===== config.mk =====
export PLATFORM = sky130hd
export DESIGN_NAME = rectangle64_block_decrypt
export DESIGN_NICKNAME = d
export VERILOG_FILES = /design/src/design/rect_pkg.sv /design/src/design/rect_queue.sv /design/src/design/rect_front.sv /design/src/design/rect_core.sv /design/src/design/rectangle64_block_decrypt.sv
export SDC_FILE = /design/constraint.sdc
export NUM_CORES = 2
export LEC_CHECK = 0
export ABC_AREA = 1
export BUFFER_PORTS_ARGS = -buffer_cell sky130_fd_sc_hd__buf_2
export CAP_MARGIN = 30
export CORE_MARGIN = 10
export CORE_UTILIZATION = 50
export DETAILED_ROUTE_END_ITERATION = 7
export HOLD_SLACK_MARGIN = 0.05
export PLACE_DENSITY = 0.66
export SLEW_MARGIN = 10
export SYNTH_ARGS = -nofsm -noshare
export SYNTH_HDL_FRONTEND = slang
export SYNTH_HIERARCHICAL = 1
export SYNTH_SLANG_ARGS = --single-unit

===== constraint.sdc =====
create_clock -name aclk -period 5.3 [get_ports aclk]
set_input_delay 0 -clock aclk [delete_from_list [all_inputs] [get_ports aclk]]
set_output_delay 0 -clock aclk [all_outputs]
set_load 0.005 [all_outputs]

===== src/design/rect_pkg.sv =====
`default_nettype none

package rect_pkg;

    // Key store and round schedule
    localparam int unsigned KEY_SLOTS   = 26;
    localparam int unsigned DEC_ROUNDS  = 25;
    localparam int unsigned KEY_IDX_W   = 5;
    localparam int unsigned BLOCK_W     = 64;
    localparam int unsigned ROW_W       = 16;

    // Inverse row rotation amounts (rotate right)
    localparam int unsigned ROT_ROW1    = 1;
    localparam int unsigned ROT_ROW2    = 12;
    localparam int unsigned ROT_ROW3    = 13;

    typedef enum logic {
        OP_LOAD_KEY = 1'b0,
        OP_DECRYPT  = 1'b1
    } op_t;

    typedef enum logic [1:0] {
        CORE_IDLE,
        CORE_ROUND,
        CORE_FINAL
    } core_state_t;

    // One queued word: a key load or a block to decrypt
    typedef struct packed {
        logic                  is_block;
        logic [KEY_IDX_W-1:0]  key_index;
        logic [BLOCK_W-1:0]    data;
    } cmd_t;

    // Queue status seen by both sides
    typedef struct packed {
        logic full;
        logic empty;
    } queue_stat_t;

    // Back-end status
    typedef struct packed {
        logic busy;
        logic pop;
    } core_stat_t;

    function automatic logic [ROW_W-1:0] rotr16(input logic [ROW_W-1:0] x,
                                                input int unsigned n);
        rotr16 = (x >> n) | (x << (ROW_W - n));
    endfunction

    // One inverse round: inverse row rotations, then bitsliced inverse S-box
    function automatic logic [BLOCK_W-1:0] inv_round(input logic [BLOCK_W-1:0] s);
        logic [ROW_W-1:0] a0, a1, a2, a3;
        logic [ROW_W-1:0] t0, t1, t2, t3, t4, t5;
        logic [ROW_W-1:0] b0, b1, b2, b3;
        a0 = s[15:0];
        a1 = rotr16(s[31:16], ROT_ROW1);
        a2 = rotr16(s[47:32], ROT_ROW2);
        a3 = rotr16(s[63:48], ROT_ROW3);
        t2 = a0 ^ a1;
        t0 = (a0 | a3) ^ a2;
        b2 = a1 ^ t0;
        t1 = (a0 & t0) ^ a3;
        b1 = t1 ^ b2;
        t3 = ~b1;
        t4 = t0 | t3;
        b3 = t4 ^ t2;
        t5 = b3 | t3;
        b0 = t0 ^ t5;
        inv_round = {b3, b2, b1, b0};
    endfunction

endpackage

`default_nettype wire


===== src/design/rect_queue.sv =====
`default_nettype none

module rect_queue #(
    parameter int unsigned DEPTH = 4
) (
    input  wire logic               aclk,
    input  wire logic               aresetn,
    input  wire logic               push,
    input  wire rect_pkg::cmd_t     push_word,
    input  wire logic               pop,
    output rect_pkg::cmd_t          head_word,
    output rect_pkg::queue_stat_t   stat
);

    localparam int unsigned PTR_W = (DEPTH > 1) ? $clog2(DEPTH) : 1;
    localparam int unsigned CNT_W = $clog2(DEPTH + 1);

    rect_pkg::cmd_t      slot_reg [DEPTH];
    logic [PTR_W-1:0]    wr_ptr_reg, wr_ptr_next;
    logic [PTR_W-1:0]    rd_ptr_reg, rd_ptr_next;
    logic [CNT_W-1:0]    count_reg, count_next;
    logic                do_push, do_pop;

    assign stat.full  = (count_reg == CNT_W'(DEPTH));
    assign stat.empty = (count_reg == '0);
    assign do_push    = push && !stat.full;
    assign do_pop     = pop && !stat.empty;
    assign head_word  = slot_reg[rd_ptr_reg];

    // Advance pointers with wrap, track fill level
    always_comb begin
        wr_ptr_next = wr_ptr_reg;
        rd_ptr_next = rd_ptr_reg;
        count_next  = count_reg;
        if (do_push) begin
            wr_ptr_next = (wr_ptr_reg == PTR_W'(DEPTH - 1)) ? '0 : wr_ptr_reg + 1'b1;
        end
        if (do_pop) begin
            rd_ptr_next = (rd_ptr_reg == PTR_W'(DEPTH - 1)) ? '0 : rd_ptr_reg + 1'b1;
        end
        if (do_push && !do_pop) begin
            count_next = count_reg + 1'b1;
        end else if (do_pop && !do_push) begin
            count_next = count_reg - 1'b1;
        end
    end

    always_ff @(posedge aclk) begin
        if (!aresetn) begin
            wr_ptr_reg <= '0;
            rd_ptr_reg <= '0;
            count_reg  <= '0;
        end else begin
            wr_ptr_reg <= wr_ptr_next;
            rd_ptr_reg <= rd_ptr_next;
            count_reg  <= count_next;
        end
    end

    // Store the pushed word
    always_ff @(posedge aclk) begin
        if (do_push) begin
            slot_reg[wr_ptr_reg] <= push_word;
        end
    end

endmodule

`default_nettype wire


===== src/design/rect_front.sv =====
`default_nettype none

module rect_front #(
    parameter int unsigned QUEUE_DEPTH = 4
) (
    input  wire logic                               aclk,
    input  wire logic                               aresetn,
    input  wire logic                               s_valid,
    output logic                                    s_ready,
    input  wire logic                               s_operation,
    input  wire logic [rect_pkg::KEY_IDX_W-1:0]     s_key_index,
    input  wire logic [rect_pkg::BLOCK_W-1:0]       s_data_word,
    input  wire logic                               pop,
    output rect_pkg::cmd_t                          head_word,
    output rect_pkg::queue_stat_t                   stat,
    output logic                                    push
);

    rect_pkg::cmd_t  cmd;
    logic            is_block;
    logic            slot_ok;

    // Classify the incoming word; drop loads aimed past the key store
    assign is_block      = (rect_pkg::op_t'(s_operation) == rect_pkg::OP_DECRYPT);
    assign slot_ok       = (s_key_index < rect_pkg::KEY_IDX_W'(rect_pkg::KEY_SLOTS));
    assign cmd.is_block  = is_block;
    assign cmd.key_index = s_key_index;
    assign cmd.data      = s_data_word;

    assign s_ready = !stat.full;
    assign push    = s_valid && s_ready && (is_block || slot_ok);

    rect_queue #(
        .DEPTH     (QUEUE_DEPTH)
    ) u_queue (
        .aclk      (aclk),
        .aresetn   (aresetn),
        .push      (push),
        .push_word (cmd),
        .pop       (pop),
        .head_word (head_word),
        .stat      (stat)
    );

endmodule

`default_nettype wire


===== src/design/rect_core.sv =====
`default_nettype none

module rect_core (
    input  wire logic                               aclk,
    input  wire logic                               aresetn,
    input  wire rect_pkg::cmd_t                     head_word,
    input  wire rect_pkg::queue_stat_t              q_stat,
    output rect_pkg::core_stat_t                    stat,
    output logic                                    m_valid,
    input  wire logic                               m_ready,
    output logic [rect_pkg::BLOCK_W-1:0]            m_plain_block
);

    localparam int unsigned RND_W = rect_pkg::KEY_IDX_W;

    rect_pkg::core_state_t              state_reg, state_next;
    logic [RND_W-1:0]                   round_reg, round_next;
    logic [rect_pkg::BLOCK_W-1:0]       blk_reg, blk_next;
    logic [rect_pkg::BLOCK_W-1:0]       out_reg, out_next;
    logic                               out_valid_reg, out_valid_next;

    logic [rect_pkg::BLOCK_W-1:0]       key_mem [rect_pkg::KEY_SLOTS];
    logic [rect_pkg::BLOCK_W-1:0]       key_q;
    logic [RND_W-1:0]                   rd_addr;
    logic                               key_wr;
    logic                               pop;

    assign m_valid       = out_valid_reg;
    assign m_plain_block = out_reg;
    assign stat.busy     = (state_reg != rect_pkg::CORE_IDLE);
    assign stat.pop      = pop;

    // Sequence: pop, 25 inverse rounds, final key add into the output register
    always_comb begin
        state_next     = state_reg;
        round_next     = round_reg;
        blk_next       = blk_reg;
        out_next       = out_reg;
        out_valid_next = out_valid_reg && !m_ready;
        rd_addr        = RND_W'(rect_pkg::DEC_ROUNDS);
        key_wr         = 1'b0;
        pop            = 1'b0;
        case (state_reg)
            rect_pkg::CORE_IDLE: begin
                if (!q_stat.empty) begin
                    pop = 1'b1;
                    if (head_word.is_block) begin
                        blk_next   = head_word.data;
                        round_next = RND_W'(rect_pkg::DEC_ROUNDS);
                        state_next = rect_pkg::CORE_ROUND;
                    end else begin
                        key_wr = 1'b1;
                    end
                end
            end
            rect_pkg::CORE_ROUND: begin
                rd_addr    = round_reg - 1'b1;
                blk_next   = rect_pkg::inv_round(blk_reg ^ key_q);
                round_next = round_reg - 1'b1;
                if (round_reg == RND_W'(1)) begin
                    state_next = rect_pkg::CORE_FINAL;
                end
            end
            rect_pkg::CORE_FINAL: begin
                // hold key 0 on the read port while the output is blocked
                rd_addr = '0;
                if (!out_valid_reg || m_ready) begin
                    out_next       = blk_reg ^ key_q;
                    out_valid_next = 1'b1;
                    state_next     = rect_pkg::CORE_IDLE;
                end
            end
            default: begin
                state_next = rect_pkg::CORE_IDLE;
            end
        endcase
    end

    always_ff @(posedge aclk) begin
        if (!aresetn) begin
            state_reg     <= rect_pkg::CORE_IDLE;
            out_valid_reg <= 1'b0;
        end else begin
            state_reg     <= state_next;
            out_valid_reg <= out_valid_next;
        end
    end

    always_ff @(posedge aclk) begin
        round_reg <= round_next;
        blk_reg   <= blk_next;
        out_reg   <= out_next;
    end

    // Round key store: one write port, one registered read port
    always_ff @(posedge aclk) begin
        if (key_wr) begin
            key_mem[head_word.key_index] <= head_word.data;
        end
        key_q <= key_mem[rd_addr];
    end

endmodule

`default_nettype wire


===== src/design/rectangle64_block_decrypt.sv =====
`default_nettype none

// Channel  Direction  Ports                                         Word
// s_       in         s_valid s_ready s_operation s_key_index       key load or ciphertext
//                     s_data_word
// m_       out        m_valid m_ready m_plain_block                 plaintext block
//
// A key load is written into the key store when the back end pops it from the queue.
// A block leaves the queue, then passes 25 inverse rounds through the single round
// unit (one per cycle) and one final key add into the output register.
// The round key store has one registered read port, read one key per round.
// Reset (aresetn, synchronous) empties the queue and clears the output valid;
// the key store holds nothing until written.
// s_ready drops only while the queue is full; a stalled result holds the back
// end in its final step while the front keeps accepting.

module rectangle64_block_decrypt #(
    parameter int unsigned QUEUE_DEPTH = 4
) (
    input  wire logic                               aclk,
    input  wire logic                               aresetn,
    input  wire logic                               s_valid,
    output logic                                    s_ready,
    input  wire logic                               s_operation,
    input  wire logic [rect_pkg::KEY_IDX_W-1:0]     s_key_index,
    input  wire logic [rect_pkg::BLOCK_W-1:0]       s_data_word,
    output logic                                    m_valid,
    input  wire logic                               m_ready,
    output logic [rect_pkg::BLOCK_W-1:0]            m_plain_block
);

    rect_pkg::cmd_t         head_word;
    rect_pkg::queue_stat_t  q_stat;
    rect_pkg::core_stat_t   c_stat;
    logic                   push;

    rect_front #(
        .QUEUE_DEPTH (QUEUE_DEPTH)
    ) u_front (
        .aclk        (aclk),
        .aresetn     (aresetn),
        .s_valid     (s_valid),
        .s_ready     (s_ready),
        .s_operation (s_operation),
        .s_key_index (s_key_index),
        .s_data_word (s_data_word),
        .pop         (c_stat.pop),
        .head_word   (head_word),
        .stat        (q_stat),
        .push        (push)
    );

    rect_core u_core (
        .aclk          (aclk),
        .aresetn       (aresetn),
        .head_word     (head_word),
        .q_stat        (q_stat),
        .stat          (c_stat),
        .m_valid       (m_valid),
        .m_ready       (m_ready),
        .m_plain_block (m_plain_block)
    );

`ifndef NO_ASSERTIONS
    // Out-of-range key loads never reach the queue
    assert property (@(posedge aclk) disable iff (!aresetn)
        (s_valid && s_ready && s_operation == rect_pkg::OP_LOAD_KEY &&
         s_key_index >= rect_pkg::KEY_IDX_W'(rect_pkg::KEY_SLOTS)) |-> !push)
        else $error("out-of-range key load pushed");

    // The back end takes a word only when idle and the queue holds one
    assert property (@(posedge aclk) disable iff (!aresetn)
        c_stat.pop |-> (!c_stat.busy && !q_stat.empty))
        else $error("queue popped while busy or empty");

    // A block pop starts a decrypt on the next cycle
    assert property (@(posedge aclk) disable iff (!aresetn)
        (c_stat.pop && head_word.is_block) |=> c_stat.busy)
        else $error("block popped without starting rounds");
`endif

endmodule

`default_nettype wire

* Word-level counts from Yosys, hierarchy flattened
Memory sizes are Yosys's and may differ from the RTL's. A register that Yosys moved wholly into a read port is not among the register bits.
Index checks and enable logic that the tools add are counted.
Widths: inputs -> output; s select.
** Operators by class
- $add $sub $neg :: 5
- $mul :: 0
- Divide/modulo/power cells :: 0
- Order comparisons :: 1
- Eq/ne operators :: 10
- Shift-type cells :: 0
- Multiplexer cells :: 29
- Bitwise gates (word level) :: 16
- Reduce and logical (&&, ||, !) cells :: 22
** Operators with widths (count)
- $mux 64 :: 2
- $pmux 64 s2 :: 1
- $xor 16x16->16 :: 7
- $xor 64x64->64 :: 1
- $or 16x16->16 :: 3
- $pmux 5 s2 :: 2
- $and 16x16->16 :: 1
- $mux 2 :: 8
- $not 16->16 :: 1
- $or 15x16->16 :: 1
- $or 3x16->16 :: 1
- $or 4x16->16 :: 1
- $mux 1 :: 11
- $mux 5 :: 2
- $logic_and 1x1->1 :: 7
- $eq 2x2->1 const B :: 3
- $logic_not 1->1 :: 6
- $mux 3 :: 2
- $pmux 2 s3 :: 1
- $eq 5x1->1 const B :: 1
- $lt 5x5->1 const B :: 1
- $sub 5x1->5 const B :: 1
- $add 2x1->2 const B :: 2
- $ne 2x1->1 const B :: 2
- 12 further kinds :: 15
** Word-level totals
- Flip-flop bits (word level) :: 143
- Latch bits :: 0
- Bits in writable memories :: 1944
- Memory bits (read-only) :: 0
- Input port bits :: 74
- Output and inout bits :: 66
- Logic and storage cells :: 93
- Memories kept :: 2
** Memories
- u_core.key_mem :: depth 26, width 64, read ports 1, clocked after memory_dff 1, write ports 1, RTL line rect_core.sv:22 : logic [rect_pkg::BLOCK_W-1:0] key_mem [rect_pkg::KEY_SLOTS];
- u_front.u_queue.slot_reg :: depth 4, width 70, read ports 1, clocked after memory_dff 1, write ports 1, RTL line rect_queue.sv:18 : rect_pkg::cmd_t slot_reg [DEPTH];

* Depth between registers and ports, before layout
- Depth after elaboration :: 13
- Depth in mapped cells :: 17
- Mapped depth without buffers :: 17

* Cells and area by module
Netlist, hierarchy kept.
** By module, submodules not included
- rect_core :: times used 1, cells each 7566, area an instance 81386.8 um2, seq. area each 55303.0 um2
- rect_queue :: times used 1, cells each 748, area an instance 11448.5 um2, seq. area each 8588.2 um2
- rect_front :: times used 1, cells each 8, area an instance 40.0 um2, seq. area each 0.0 um2

* Worst setup path after synthesis
No wires, ideal clock.
- Kind :: register -> register
- From :: register (tool-made name)
- To :: memory u_core/key_mem[0][0] (netlist name) (enable)
- Setup time :: 487 ps
- Data arrival time :: 4310 ps
- Required time :: 4813 ps
- Path slack :: 504 ps
- Stages on the path, launching flop included :: 10
- Buffers on the path :: 3
- Period minus slack after synthesis :: 4796 ps
- Cells stage by stage :: dfxtp_1 buf_6 inv_6 buf_12 buf_12 nor2_4 o22ai_2 nor3_1 nand3_1 nor2_1
** RTL lines (RTL line)
- end, declared :: rect_core.sv:22

==> flow_metrics.env <==
export IMPL_syn2layout_area_growth_pct=13.6
export IMPL_regToRegSetupSlack_ns=1.23
export IMPL_post_synth_top_count_cell="edfxtp_1"
export IMPL_crit_path_end="u_core/key_mem[20][34]"
export IMPL_synth_area_top_cells="edfxtp_1 (67%), nand3_1 (10%), nand2_1 (6.7%), inv_1 (4.7%), dfxtp_1 (1.6%)"
export IMPL_globalplace_congestion=0.832
export IMPL_clk_pin_slew_ns=0.06
export IMPL_syn_area_per_cell_um2=11.2
export IMPL_worst_slew_pin_slew_ns=1.06
export IMPL_syn_num_nets=8408
export IMPL_wire_per_inst_um=23.6
export IMPL_ys_flop_type="edfxtp_1"
export IMPL_status="completed"
export IMPL_reg2reg_to="u_core/key_mem[20][34]"
export IMPL_synth_edf_count=2077
export IMPL_yosysUniqueCellTypes=38
export IMPL_synthCells=8322
export IMPL_hold_viol=0
export IMPL_ys_seq_area_frac=0.688
export IMPL_io_buffers=139
export IMPL_grt_pass1_wl_mm=392
export IMPL_cp_max_fo=45
export IMPL_maxSlewHeadroom=0.291
export IMPL_cts_made_buffers=215
export IMPL_ys_async_sr_fraction=0
export IMPL_fin_cells=11189
export IMPL_h_tree_depth=4
export IMPL_via_count=63582
export IMPL_place_inst=10627
export IMPL_worst_slack_ns=1.23
export IMPL_ant_nets=0
export IMPL_cts_tree="built"
export IMPL_critPathKind="reg2reg"
export IMPL_setup_viol=0
export IMPL_grt_start_max_net_pins=199
export IMPL_maxUsedRoutingLayer="met5"
export IMPL_worstSetupStartpointType="flip-flop"
export IMPL_cts_sinks=2153
export IMPL_post_cts_resized=0
export IMPL_place_ws_ns=1.31
export IMPL_ys_ff_latch=2153
export IMPL_hpwlAfterDp_mm=145
export IMPL_largest_register_ff_count=1664
export IMPL_nNetsFinal=8601
export IMPL_drt_pass1_iterations=6
export IMPL_fin_crit_ns=4.07
export IMPL_drive_gt1_frac=0.0971
export IMPL_worstPathArrival_ns=4.57
export IMPL_dieArea_um2=203000
export IMPL_wl_mm=264
export IMPL_cts_root_buf="clkbuf_16"
export IMPL_met2_length_mm=122
export IMPL_cp_end_kind="flip-flop"
export IMPL_placementRows=158
export IMPL_fmax_mhz=246
export IMPL_die_h_um=451
export IMPL_min_path_type="in2reg"
export IMPL_yosysTopAreaCell="edfxtp_1"
export IMPL_fin_util=0.570
export IMPL_reg2reg_depth=7
export IMPL_yosysWarningCount=6
export IMPL_antenna_found_initial=8
export IMPL_finalCritPeriodShare=0.767
export IMPL_grt_pass1_vias=61068
export IMPL_cp_required_ns=5.80
export IMPL_setup_tns_final_ns=0
export IMPL_num_io_pins=140
export IMPL_p_per_area_nw_per_um2=605
export IMPL_core_region_area_um2=185000
export IMPL_grt_usage=0.253
export IMPL_cts_buffer_depth=3
export IMPL_syn_area_um2=92900
export IMPL_fin_skew_ns=0.0325
export IMPL_drcViolationCount=0
export IMPL_postCtsSetupBuffers=0
export IMPL_rsz0062_at_grt="false"
export IMPL_gr_total_overflow=0
export IMPL_finalMaxSlewViolations=0
export IMPL_maxCapViolations=0
export IMPL_via_per_inst=5.68
export IMPL_worstSkewPairLatency_ns=0.84
export IMPL_irDropWorstVdd_uv=558
export IMPL_leakagePower_nw=41.5
export IMPL_synthTopCellsByCount="edfxtp_1 (2077), nand3_1 (1875), nand2_1 (1667)"
export IMPL_total_power_w=0.0638
export IMPL_initial_utilization=0.502
export IMPL_met3_length_mm=27.6
export IMPL_drt_iter0_drc=8344
export IMPL_die_x_um=451
export IMPL_drt_met1_wl_mm=105
export IMPL_synth_top_cell_area_share=0.672
-- placed cells by master, fill, tap and decap left out, types with 131 or more instances in the layout --
master | netlist | routed
buf_2 | 238 | 139
clkbuf_16 | 0 | 222
dlygate4sd3_1 | 0 | 146
edfxtp_1 | 2077 | 2077
inv_1 | 1164 | 1161
nand2_1 | 1667 | 1661
nand3_1 | 1875 | 1874
nand3b_1 | 195 | 195
nor2_1 | 176 | 146
o21ai_0 | 131 | 131
-- power by group --
group / switching, W / total [W] / leakage, nW / internal (W)
clock: 0.00641 / 0.0149 / 3.33 / 0.00849
combinational: 0.0177 / 0.0240 / 18.7 / 0.00636
sequential: 0.000872 / 0.0249 / 19.4 / 0.0240
-- cells by family after synthesis --
family	Yosys count	share of synthesized area
AO/OA/AOI/OAI	334	0.0247
flip-flops	2153	0.688
buffers and inverters	1672	0.0727
XOR/XNOR	129	0.0122
adder cells (fa/ha/maj)	12	0.00170
AND/OR/NAND/NOR	4022	0.201
-- stage by stage --
step / instance area (µm²) / hold WS, ns
2_1_floorplan: 92900 / 0.0989
3_3_place_gp: 96700 / 0.208
3_5_place_dp: 97100 / 0.218
4_1_cts: 105000 / 0.0892
5_1_grt: 106000 / 0.177
6_report: 106000 / 0.195
-- metal layers --
| metal | vias to the layer above | global-route usage |
|---|---|---|
| met4 | 2 | 0.0864 |
| met2 | 3371 | 0.397 |
| met3 | 507 | 0.0548 |
| met1 | 30957 | 0.348 |
| li1 | 28745 | - |
| met5 | - | 0 |
-- worst min path at each step --
| stage | slack, ns | to | from | cells past startpoint |
|---|---|---|---|---|
| 3_3_place_gp | 0.21 | u_front/u_queue/slot_reg[2][1] | s_data_word[1] | 1 |
| 6_report | 0.19 | flip-flop | aresetn | 4 |
| 2_1_floorplan | 0.1 | u_front/u_queue/slot_reg[0][0] | s_data_word[0] | 0 |
| 3_5_place_dp | 0.22 | u_front/u_queue/slot_reg[3][16] | s_data_word[16] | 1 |
| 5_1_grt | 0.18 | u_core/m_valid | m_ready | 5 |
| 4_1_cts | 0.09 | u_front/u_queue/wr_ptr_reg[0] | aresetn | 4 |
-- repair_timing --
| item | in CTS | in global routing |
|---|---|---|
| hold buffers | 146 | 0 |
| endpoints found under the setup margin | 0 | 0 |
| hold endpoints to repair | 325 | 0 |
-- layout make-up --
cell class | instances | area (µm²)
diodes | 8 | 20.0
clock inverters | 108 | 955
well taps | 2480 | 3100
multi-input cells | 4497 | 22800
flip-flops and latches | 2153 | 63900
fillers | 14999 | 79500
clock buffers | 295 | 5900
inverters | 1170 | 4410
repair buffers | 478 | 4450
-- worst max-delay path: stages (launching register included) --
cell and delay, ns:
dfxtp_4 0.66, inv_6 0.20, o21ai_0 0.26, o22ai_2 0.10, nor3_1 0.38, nand3_1 0.62
nor2_4 1.01, buf_4 0.44
No activity file was read; power rests on OpenSTA's default activity.
